--- src/perlin_gradient_noise_3d_unit_defines.svh ---
// Assertion macros for the gradient noise unit.
// Included by the top level; no other dependency.
`ifndef PERLIN_GRADIENT_NOISE_3D_UNIT_DEFINES_SVH
`define PERLIN_GRADIENT_NOISE_3D_UNIT_DEFINES_SVH
`ifndef ASSERT_OFF
`define PGN_ASSERT_IMPL(label, prop, msg) \
    label: assert property (@(posedge clk) disable iff (!rst_n) prop) else $error(msg);
`define PGN_ASSERT_NEXT(label, pre, post, msg) \
    label: assert property (@(posedge clk) disable iff (!rst_n) pre |=> post) else $error(msg);
`else
`define PGN_ASSERT_IMPL(label, prop, msg)
`define PGN_ASSERT_NEXT(label, pre, post, msg)
`endif
`endif

--- src/pgn_pkg.sv ---
// Shared constants, types and functions of the gradient noise unit.
// No dependencies.
package pgn_pkg;
    localparam int FRAC_BITS = 16;
    localparam int COORD_W   = 32;
    localparam int OUT_W     = 18;
    localparam int FW        = 21;   // signed working width, holds the fade constants up to 15

    typedef logic [7:0] idx_t;

    function automatic logic [7:0] perm(input logic [7:0] i);
        logic [7:0] r;
        case (i)
            8'd0: r=8'd151; 8'd1: r=8'd160; 8'd2: r=8'd137; 8'd3: r=8'd91;
            8'd4: r=8'd90; 8'd5: r=8'd15; 8'd6: r=8'd131; 8'd7: r=8'd13;
            8'd8: r=8'd201; 8'd9: r=8'd95; 8'd10: r=8'd96; 8'd11: r=8'd53;
            8'd12: r=8'd194; 8'd13: r=8'd233; 8'd14: r=8'd7; 8'd15: r=8'd225;
            8'd16: r=8'd140; 8'd17: r=8'd36; 8'd18: r=8'd103; 8'd19: r=8'd30;
            8'd20: r=8'd69; 8'd21: r=8'd142; 8'd22: r=8'd8; 8'd23: r=8'd99;
            8'd24: r=8'd37; 8'd25: r=8'd240; 8'd26: r=8'd21; 8'd27: r=8'd10;
            8'd28: r=8'd23; 8'd29: r=8'd190; 8'd30: r=8'd6; 8'd31: r=8'd148;
            8'd32: r=8'd247; 8'd33: r=8'd120; 8'd34: r=8'd234; 8'd35: r=8'd75;
            8'd36: r=8'd0; 8'd37: r=8'd26; 8'd38: r=8'd197; 8'd39: r=8'd62;
            8'd40: r=8'd94; 8'd41: r=8'd252; 8'd42: r=8'd219; 8'd43: r=8'd203;
            8'd44: r=8'd117; 8'd45: r=8'd35; 8'd46: r=8'd11; 8'd47: r=8'd32;
            8'd48: r=8'd57; 8'd49: r=8'd177; 8'd50: r=8'd33; 8'd51: r=8'd88;
            8'd52: r=8'd237; 8'd53: r=8'd149; 8'd54: r=8'd56; 8'd55: r=8'd87;
            8'd56: r=8'd174; 8'd57: r=8'd20; 8'd58: r=8'd125; 8'd59: r=8'd136;
            8'd60: r=8'd171; 8'd61: r=8'd168; 8'd62: r=8'd68; 8'd63: r=8'd175;
            8'd64: r=8'd74; 8'd65: r=8'd165; 8'd66: r=8'd71; 8'd67: r=8'd134;
            8'd68: r=8'd139; 8'd69: r=8'd48; 8'd70: r=8'd27; 8'd71: r=8'd166;
            8'd72: r=8'd77; 8'd73: r=8'd146; 8'd74: r=8'd158; 8'd75: r=8'd231;
            8'd76: r=8'd83; 8'd77: r=8'd111; 8'd78: r=8'd229; 8'd79: r=8'd122;
            8'd80: r=8'd60; 8'd81: r=8'd211; 8'd82: r=8'd133; 8'd83: r=8'd230;
            8'd84: r=8'd220; 8'd85: r=8'd105; 8'd86: r=8'd92; 8'd87: r=8'd41;
            8'd88: r=8'd55; 8'd89: r=8'd46; 8'd90: r=8'd245; 8'd91: r=8'd40;
            8'd92: r=8'd244; 8'd93: r=8'd102; 8'd94: r=8'd143; 8'd95: r=8'd54;
            8'd96: r=8'd65; 8'd97: r=8'd25; 8'd98: r=8'd63; 8'd99: r=8'd161;
            8'd100: r=8'd1; 8'd101: r=8'd216; 8'd102: r=8'd80; 8'd103: r=8'd73;
            8'd104: r=8'd209; 8'd105: r=8'd76; 8'd106: r=8'd132; 8'd107: r=8'd187;
            8'd108: r=8'd208; 8'd109: r=8'd89; 8'd110: r=8'd18; 8'd111: r=8'd169;
            8'd112: r=8'd200; 8'd113: r=8'd196; 8'd114: r=8'd135; 8'd115: r=8'd130;
            8'd116: r=8'd116; 8'd117: r=8'd188; 8'd118: r=8'd159; 8'd119: r=8'd86;
            8'd120: r=8'd164; 8'd121: r=8'd100; 8'd122: r=8'd109; 8'd123: r=8'd198;
            8'd124: r=8'd173; 8'd125: r=8'd186; 8'd126: r=8'd3; 8'd127: r=8'd64;
            8'd128: r=8'd52; 8'd129: r=8'd217; 8'd130: r=8'd226; 8'd131: r=8'd250;
            8'd132: r=8'd124; 8'd133: r=8'd123; 8'd134: r=8'd5; 8'd135: r=8'd202;
            8'd136: r=8'd38; 8'd137: r=8'd147; 8'd138: r=8'd118; 8'd139: r=8'd126;
            8'd140: r=8'd255; 8'd141: r=8'd82; 8'd142: r=8'd85; 8'd143: r=8'd212;
            8'd144: r=8'd207; 8'd145: r=8'd206; 8'd146: r=8'd59; 8'd147: r=8'd227;
            8'd148: r=8'd47; 8'd149: r=8'd16; 8'd150: r=8'd58; 8'd151: r=8'd17;
            8'd152: r=8'd182; 8'd153: r=8'd189; 8'd154: r=8'd28; 8'd155: r=8'd42;
            8'd156: r=8'd223; 8'd157: r=8'd183; 8'd158: r=8'd170; 8'd159: r=8'd213;
            8'd160: r=8'd119; 8'd161: r=8'd248; 8'd162: r=8'd152; 8'd163: r=8'd2;
            8'd164: r=8'd44; 8'd165: r=8'd154; 8'd166: r=8'd163; 8'd167: r=8'd70;
            8'd168: r=8'd221; 8'd169: r=8'd153; 8'd170: r=8'd101; 8'd171: r=8'd155;
            8'd172: r=8'd167; 8'd173: r=8'd43; 8'd174: r=8'd172; 8'd175: r=8'd9;
            8'd176: r=8'd129; 8'd177: r=8'd22; 8'd178: r=8'd39; 8'd179: r=8'd253;
            8'd180: r=8'd19; 8'd181: r=8'd98; 8'd182: r=8'd108; 8'd183: r=8'd110;
            8'd184: r=8'd79; 8'd185: r=8'd113; 8'd186: r=8'd224; 8'd187: r=8'd232;
            8'd188: r=8'd178; 8'd189: r=8'd185; 8'd190: r=8'd112; 8'd191: r=8'd104;
            8'd192: r=8'd218; 8'd193: r=8'd246; 8'd194: r=8'd97; 8'd195: r=8'd228;
            8'd196: r=8'd251; 8'd197: r=8'd34; 8'd198: r=8'd242; 8'd199: r=8'd193;
            8'd200: r=8'd238; 8'd201: r=8'd210; 8'd202: r=8'd144; 8'd203: r=8'd12;
            8'd204: r=8'd191; 8'd205: r=8'd179; 8'd206: r=8'd162; 8'd207: r=8'd241;
            8'd208: r=8'd81; 8'd209: r=8'd51; 8'd210: r=8'd145; 8'd211: r=8'd235;
            8'd212: r=8'd249; 8'd213: r=8'd14; 8'd214: r=8'd239; 8'd215: r=8'd107;
            8'd216: r=8'd49; 8'd217: r=8'd192; 8'd218: r=8'd214; 8'd219: r=8'd31;
            8'd220: r=8'd181; 8'd221: r=8'd199; 8'd222: r=8'd106; 8'd223: r=8'd157;
            8'd224: r=8'd184; 8'd225: r=8'd84; 8'd226: r=8'd204; 8'd227: r=8'd176;
            8'd228: r=8'd115; 8'd229: r=8'd121; 8'd230: r=8'd50; 8'd231: r=8'd45;
            8'd232: r=8'd127; 8'd233: r=8'd4; 8'd234: r=8'd150; 8'd235: r=8'd254;
            8'd236: r=8'd138; 8'd237: r=8'd236; 8'd238: r=8'd205; 8'd239: r=8'd93;
            8'd240: r=8'd222; 8'd241: r=8'd114; 8'd242: r=8'd67; 8'd243: r=8'd29;
            8'd244: r=8'd24; 8'd245: r=8'd72; 8'd246: r=8'd243; 8'd247: r=8'd141;
            8'd248: r=8'd128; 8'd249: r=8'd195; 8'd250: r=8'd78; 8'd251: r=8'd66;
            8'd252: r=8'd215; 8'd253: r=8'd61; 8'd254: r=8'd156; default: r=8'd180;
        endcase
        return r;
    endfunction

    // Signed product of two working values, floored to FRAC_BITS fraction bits.
    function automatic logic signed [FW-1:0] fx_mul(input logic signed [FW-1:0] a,
                                                    input logic signed [FW-1:0] b);
        logic signed [2*FW-1:0] p;
        p = a * b;
        return p[FRAC_BITS +: FW];
    endfunction

    // Gradient dot product for the low four bits of a hash.
    function automatic logic signed [FW-1:0] edge_dot(input logic [3:0] k,
        input logic signed [FW-1:0] dx, input logic signed [FW-1:0] dy,
        input logic signed [FW-1:0] dz);
        logic signed [FW-1:0] u;
        logic signed [FW-1:0] v;
        u = (k < 4'd8) ? dx : dy;
        v = (k < 4'd4) ? dy : ((k == 4'd12 || k == 4'd14) ? dx : dz);
        return (k[0] ? -u : u) + (k[1] ? -v : v);
    endfunction
endpackage

--- src/pgn_fade.sv ---
// Pipelined fade curve 6t^5 - 15t^4 + 10t^3, three register stages.
// Depends on pgn_pkg.
module pgn_fade (
    input  logic                            clk,
    input  logic                            en,
    input  logic [pgn_pkg::FRAC_BITS-1:0]   t,
    output logic signed [pgn_pkg::FW-1:0]   fade
);
    import pgn_pkg::*;

    logic signed [FW-1:0] t1_reg, tt_reg, lin_reg;
    logic signed [FW-1:0] t3_reg, in_reg, fade_reg;
    logic signed [FW-1:0] t_ext;

    assign t_ext = FW'($unsigned(t));

    // Square t and form 6t - 15.
    always_ff @(posedge clk)
    begin
        if (en)
        begin
            t1_reg  <= t_ext;
            tt_reg  <= fx_mul(t_ext, t_ext);
            lin_reg <= FW'(6 * t_ext) - FW'(15 << FRAC_BITS);
        end
    end

    // Cube and inner polynomial.
    always_ff @(posedge clk)
    begin
        if (en)
        begin
            t3_reg <= fx_mul(tt_reg, t1_reg);
            in_reg <= fx_mul(t1_reg, lin_reg) + FW'(10 << FRAC_BITS);
        end
    end

    // Final product.
    always_ff @(posedge clk)
    begin
        if (en)
            fade_reg <= fx_mul(t3_reg, in_reg);
    end

    assign fade = fade_reg;
endmodule

--- config.mk ---
export PLATFORM = sky130hd
export DESIGN_NAME = pgn_fade
export DESIGN_NICKNAME = d
export VERILOG_FILES = /design/src/perlin_gradient_noise_3d_unit_defines.svh /design/src/pgn_pkg.sv /design/src/pgn_fade.sv
export SDC_FILE = /design/constraint.sdc
export NUM_CORES = 2
export LEC_CHECK = 0
export ABC_AREA = 1
export CAP_MARGIN = 10
export CORE_MARGIN = 3
export CORE_UTILIZATION = 50
export CTS_BUF_LIST = sky130_fd_sc_hd__clkbuf_2
export DETAILED_ROUTE_END_ITERATION = 8
export DONT_BUFFER_PORTS = 1
export PLACE_DENSITY = 0.63
export SKIP_LAST_GASP = 1
export SLEW_MARGIN = 20
export SYNTH_ARGS = -nofsm -noshare
export SYNTH_HDL_FRONTEND = slang
export SYNTH_SLANG_ARGS = --single-unit
--- constraint.sdc ---
create_clock -name clk -period 8.7 [get_ports clk]
set_clock_uncertainty 0.1 [all_clocks]
set_input_delay 0.87 -clock clk [delete_from_list [all_inputs] [get_ports clk]]
set_output_delay 0.87 -clock clk [all_outputs]
set_load 0.005 [all_outputs]
### Word level (Yosys, flattened, before mapping)

Index checks and enable logic that the tools add are counted.
Widths: inputs -> output; s select.

* register bits after elaboration: 116
* bits in latches: 0
* bits in writable memories: 0
* bits in read-only memories: 0
* input port bits: 18
* output and inout port bits: 21
* logic and storage cells: 13
* memories: 0

* $add $sub $neg: 2
* multipliers: 5
* divide/modulo/power cells: 0
* $lt $le $gt $ge: 0
* equality and inequality tests: 0
* shifts and indexed selects: 0
* mux-type cells: 0
* bitwise logic cells: 0
* reduce and logical (&&, ||, !) cells: 0

Operator list (count)
* $mul 16x16->32: 2
* $mul 17x21->37: 1
* $mul 21x21->37: 1
* $add 21x21->21 const B: 1
* $sub 19x20->21 const B: 1
* $mul 2x16->18 const A: 1

### Depth between registers and ports, before layout

* word-level depth: 2
* mapped depth: 31
* depth with buffers taken out: 29

### Worst setup path before layout

No wires, ideal clock.

* path kind: register -> register
* start: register in_reg[6]
* end: register fade_reg[16] (netlist: fade[16]), data pin
* library setup time: 0.259 ns
* arrival time: 5.702 ns
* data required time: 8.341 ns
* setup slack: 2.639 ns
* stages on the path, launching flop included: 24
* path buffers: 2
* clock period less this slack: 6.061 ns
* cells stage by stage: edfxtp_1 -> clkbuf_1 -> clkbuf_1 -> nand2_1 -> fa_1 -> inv_1 -> fa_1 -> inv_1 -> fa_1 -> inv_1 -> fa_1 -> fa_1 -> fa_1 -> inv_1 -> fa_1 -> inv_1 -> ha_1 -> nand2_1 -> nand2_1 -> a31oi_1 -> o21ai_0 -> a21oi_1 -> nand2_1 -> xor2_1

* cells in the longest elaborated chain, start to end: 1

RTL lines
* start: declaration: line pgn_fade.sv:12 `logic signed [FW-1:0] t3_reg, in_reg, fade_reg;`
* start signal: assignment: line pgn_fade.sv:34 `in_reg <= fx_mul(t1_reg, lin_reg) + FW'(10 << FRAC_BITS);`
* $mul 21x21->37: line pgn_pkg.sv:86 `p = a * b;`
* end signal: assignment: line pgn_fade.sv:42 `fade_reg <= fx_mul(t3_reg, in_reg);`
* end: declaration: line pgn_fade.sv:12

Every way passes these cells.
A chain may end at the register's enable or synchronous reset.

### Worst setup path in the final report

* start: register t3_reg[12]
* end: register fade_reg[17] (netlist: fade[17]), data pin

* cells in the longest elaborated chain, start to end: 1

RTL lines
* start: declaration: line pgn_fade.sv:12
* start signal: assignment: line pgn_fade.sv:33 `t3_reg <= fx_mul(tt_reg, t1_reg);`
* $mul 21x21->37: line pgn_pkg.sv:86

Every way passes these cells.

==> results_dict.tcl <==
set metrics [dict create \
    hold_viol 0 \
    hold_path_depth 0 \
    grt_pass1_vias 35960 \
    numCtsBuffers 9 \
    synth.most_common_cell "inv_1" \
    utilization 0.5220 \
    core_area_sq_um 87560 \
    cpMostUsedCell "fa_1" \
    drc 0 \
    synthArstFlopShare 0 \
    yosysTopAreaCell "fa_1" \
    clock_sinks 108 \
    timing.rr.end "fade[17]$_DFFE_PP_" \
    outcome "finished, final reports clean" \
    cts-root-buf "clkbuf_2" \
    die-area_sq_um 92660 \
    grt-ovfl-total 0 \
    relSlewSlack 0.2186 \
    grt_pass1_wl_um 185300 \
    setup_viol 0 \
    via_per_inst 5.032 \
    dp_hpwl_um 90580 \
    hold_start "t[6]" \
    ys_seq_area_frac 0.07284 \
    path_clk_slew_ns 0.33 \
    netlist.area_leader.share 0.4200 \
    min_to "t1_reg[6]$_DFFE_PP_" \
    io_buffers 0 \
    clk_latency_ns 0.82 \
    route.detailed.wl_per_inst_um 16.78 \
    min_path_type "in2reg" \
    grt.total_usage 0.2480 \
    cap_violations 0 \
    startpoint "t3_reg[12]$_DFFE_PP_" \
    yosys-top-cells-count "1,726 x inv_1, 1,410 x nand2_1, 934 x fa_1" \
    area_delta_synth_final_pct 2.661 \
    cp_max_fo 21 \
    grt_max_degree 55 \
    gp_congestion 0.9526 \
    worstSetupEndpointType "flip-flop" \
    tightest_slew_ns 1.172 \
    final_antenna_net_count 0 \
    multi_input_area_sq_um 33980 \
    critPathLaunchType "flip-flop" \
    tns_ns 0 \
    regArea_sq_um 3243 \
    synthAdderAreaFrac 0.5532 \
    drive_above_1_share 0.01636 \
    drtPass1Iterations 6 \
    num_vias 33200 \
    rsz0062_at_grt "false" \
    path_class "reg2reg" \
    ys_types 42 \
    synth_cells 5591 \
    synth_compound_area_frac 0.03774 \
    r2r_setup_slack_ns 1.67 \
    die_w_um 304.4 \
    antenna_found_initial 1 \
    syn-cell-area_sq_um 44520 \
    synth_ff_type "edfxtp_1" \
    cts_tree "done" \
    synth_area_leaders "fa_1 42%, inv_1 15%, ha_1 13%" \
    htree_num_levels 3 \
    reg2reg_from "t3_reg[12]$_DFFE_PP_" \
    wl_um 110700 \
    cts_max_path_buffers 2 \
    arrival_ns 7.55 \
    synth_top_family_by_area "adder cells" \
    dp_slack_ns 1.728 \
    ys_seq_elements 108 \
    critical_path_required_ns 9.21 \
    path_cells "nand2_1, inv_1, fa_1, fa_1, inv_1, fa_1, inv_1, fa_1, fa_1, fa_1, fa_1, ha_1, nand2_1, nor2_1, inv_1, nor3_1, nand2_1, nand2_1, nand2_1, nand3_1, nand2_1" \
    synth_edf_count 108 \
    cts_resized 0 \
    yosys.area_share.xor_xnor 0.01751 \
    nFillCells 8562 \
    synth-simple-area-share 0.1549 \
    reg2regPathDepth 21 \
    slew_violations 0 \
    rows 108 \
    initial_core_util 0.5084 \
    die_y_um 304.4 \
    avgSynthCellArea_sq_um 7.963 \
    fin_crit_ns 7.033 \
    critPathMaxStageDelay_ns 1.06 \
    yosysWarnings 0 \
    min_period_over_period 0.8083 \
    drtIter0Drc 1788 \
    crit_path_top_delay_cell "edfxtp_1" \
    setup_ws_ns 1.667 \
    fin_nets 6862 \
    synth_fp_nets 7017 \
    muxShareOfSynthArea 0 \
    fmax_ghz 0.1422 \
    ioPinCount 39 \
]
## placed cells by master, fill, tap and decap left out, drive strengths merged, types with 31 or more instances in the layout
| master | netlist | final |
|---|---|---|
| edfxtp | 108 | 108 |
| fa | 934 | 934 |
| o21ai | 76 | 76 |
| buf | 2 | 31 |
| nand3 | 78 | 78 |
| ha | 474 | 474 |
| xor2 | 59 | 59 |
| inv | 1726 | 1728 |
| a21oi | 150 | 150 |
| nand2 | 1427 | 1427 |
| nor2 | 155 | 155 |
## timing repair
| item | in CTS | in global routing |
|---|---|---|
| hold buffers | 19 | 1 |
| setup buffers | 0 | 0 |
| hold endpoints to repair | 34 | 1 |
| endpoints found under the setup margin | 0 | 0 |
## area by class of cell
cell class                      instances  share of cell area
Sequential cell                       108             0.07096
Multi-Input combinational cell       3540              0.7435
Timing Repair Buffer                   51            0.009472
Clock buffer                            9           0.0009855
Antenna cell                            1          0.00005475
Inverter                             1726              0.1417
Clock inverter                          7            0.001642
Tap cell                             1155             0.03162
## cell families after synthesis
group / Yosys count
simple gates: 1743
xor+xnor: 89
flops: 108
buf+inv: 1943
fa+ha+maj: 1408
compound gates: 300
## worst max path at each step
stage | end | slack, ns | cells past startpoint
global route | fade[17]$_DFFE_PP_ | 1.36 | 25
global placement | fade[5]$_DFFE_PP_ | 1.75 | 23
detailed placement | fade[17]$_DFFE_PP_ | 1.73 | 21
CTS | fade[17]$_DFFE_PP_ | 1.72 | 23
floorplan | fade[16]$_DFFE_PP_ | 2.64 | 23
finish | fade[17]$_DFFE_PP_ | 1.67 | 21
## critical path: cells and delay by family, from the launching register on
family | cells | cell delay (ns)
buffers and inverters | 4 | 0.34
and+or+nand+nor | 9 | 1.58
DFF | 1 | 1.06
adders and majority gates | 8 | 3.79
## metal layers
layer  GRT usage  share of wire  vias to the layer above  wire [um]
met5           0              0                        -          0
met4     0.05759          0.024                        0       2639
met3     0.02450          0.049                      156       5405
met2      0.4448           0.50                      900      55520
met1      0.3240           0.43                    16500      47110
li1            -              -                    15650          -
## stage by stage
step           hold slack [ns]  area [sq um]  cells
2_1_floorplan           0.7332         44520   5591
3_3_place_gp            0.8712         45380   6560
3_5_place_dp            0.8714         45380   6560
4_1_cts            0.000003497         45690   6595
5_1_grt               0.001699         45710   6597
6_report               0.09882         45710   6597
Power is not shown: default switching activity piles up to over one toggle a cycle in this logic, so the estimate is an artifact.
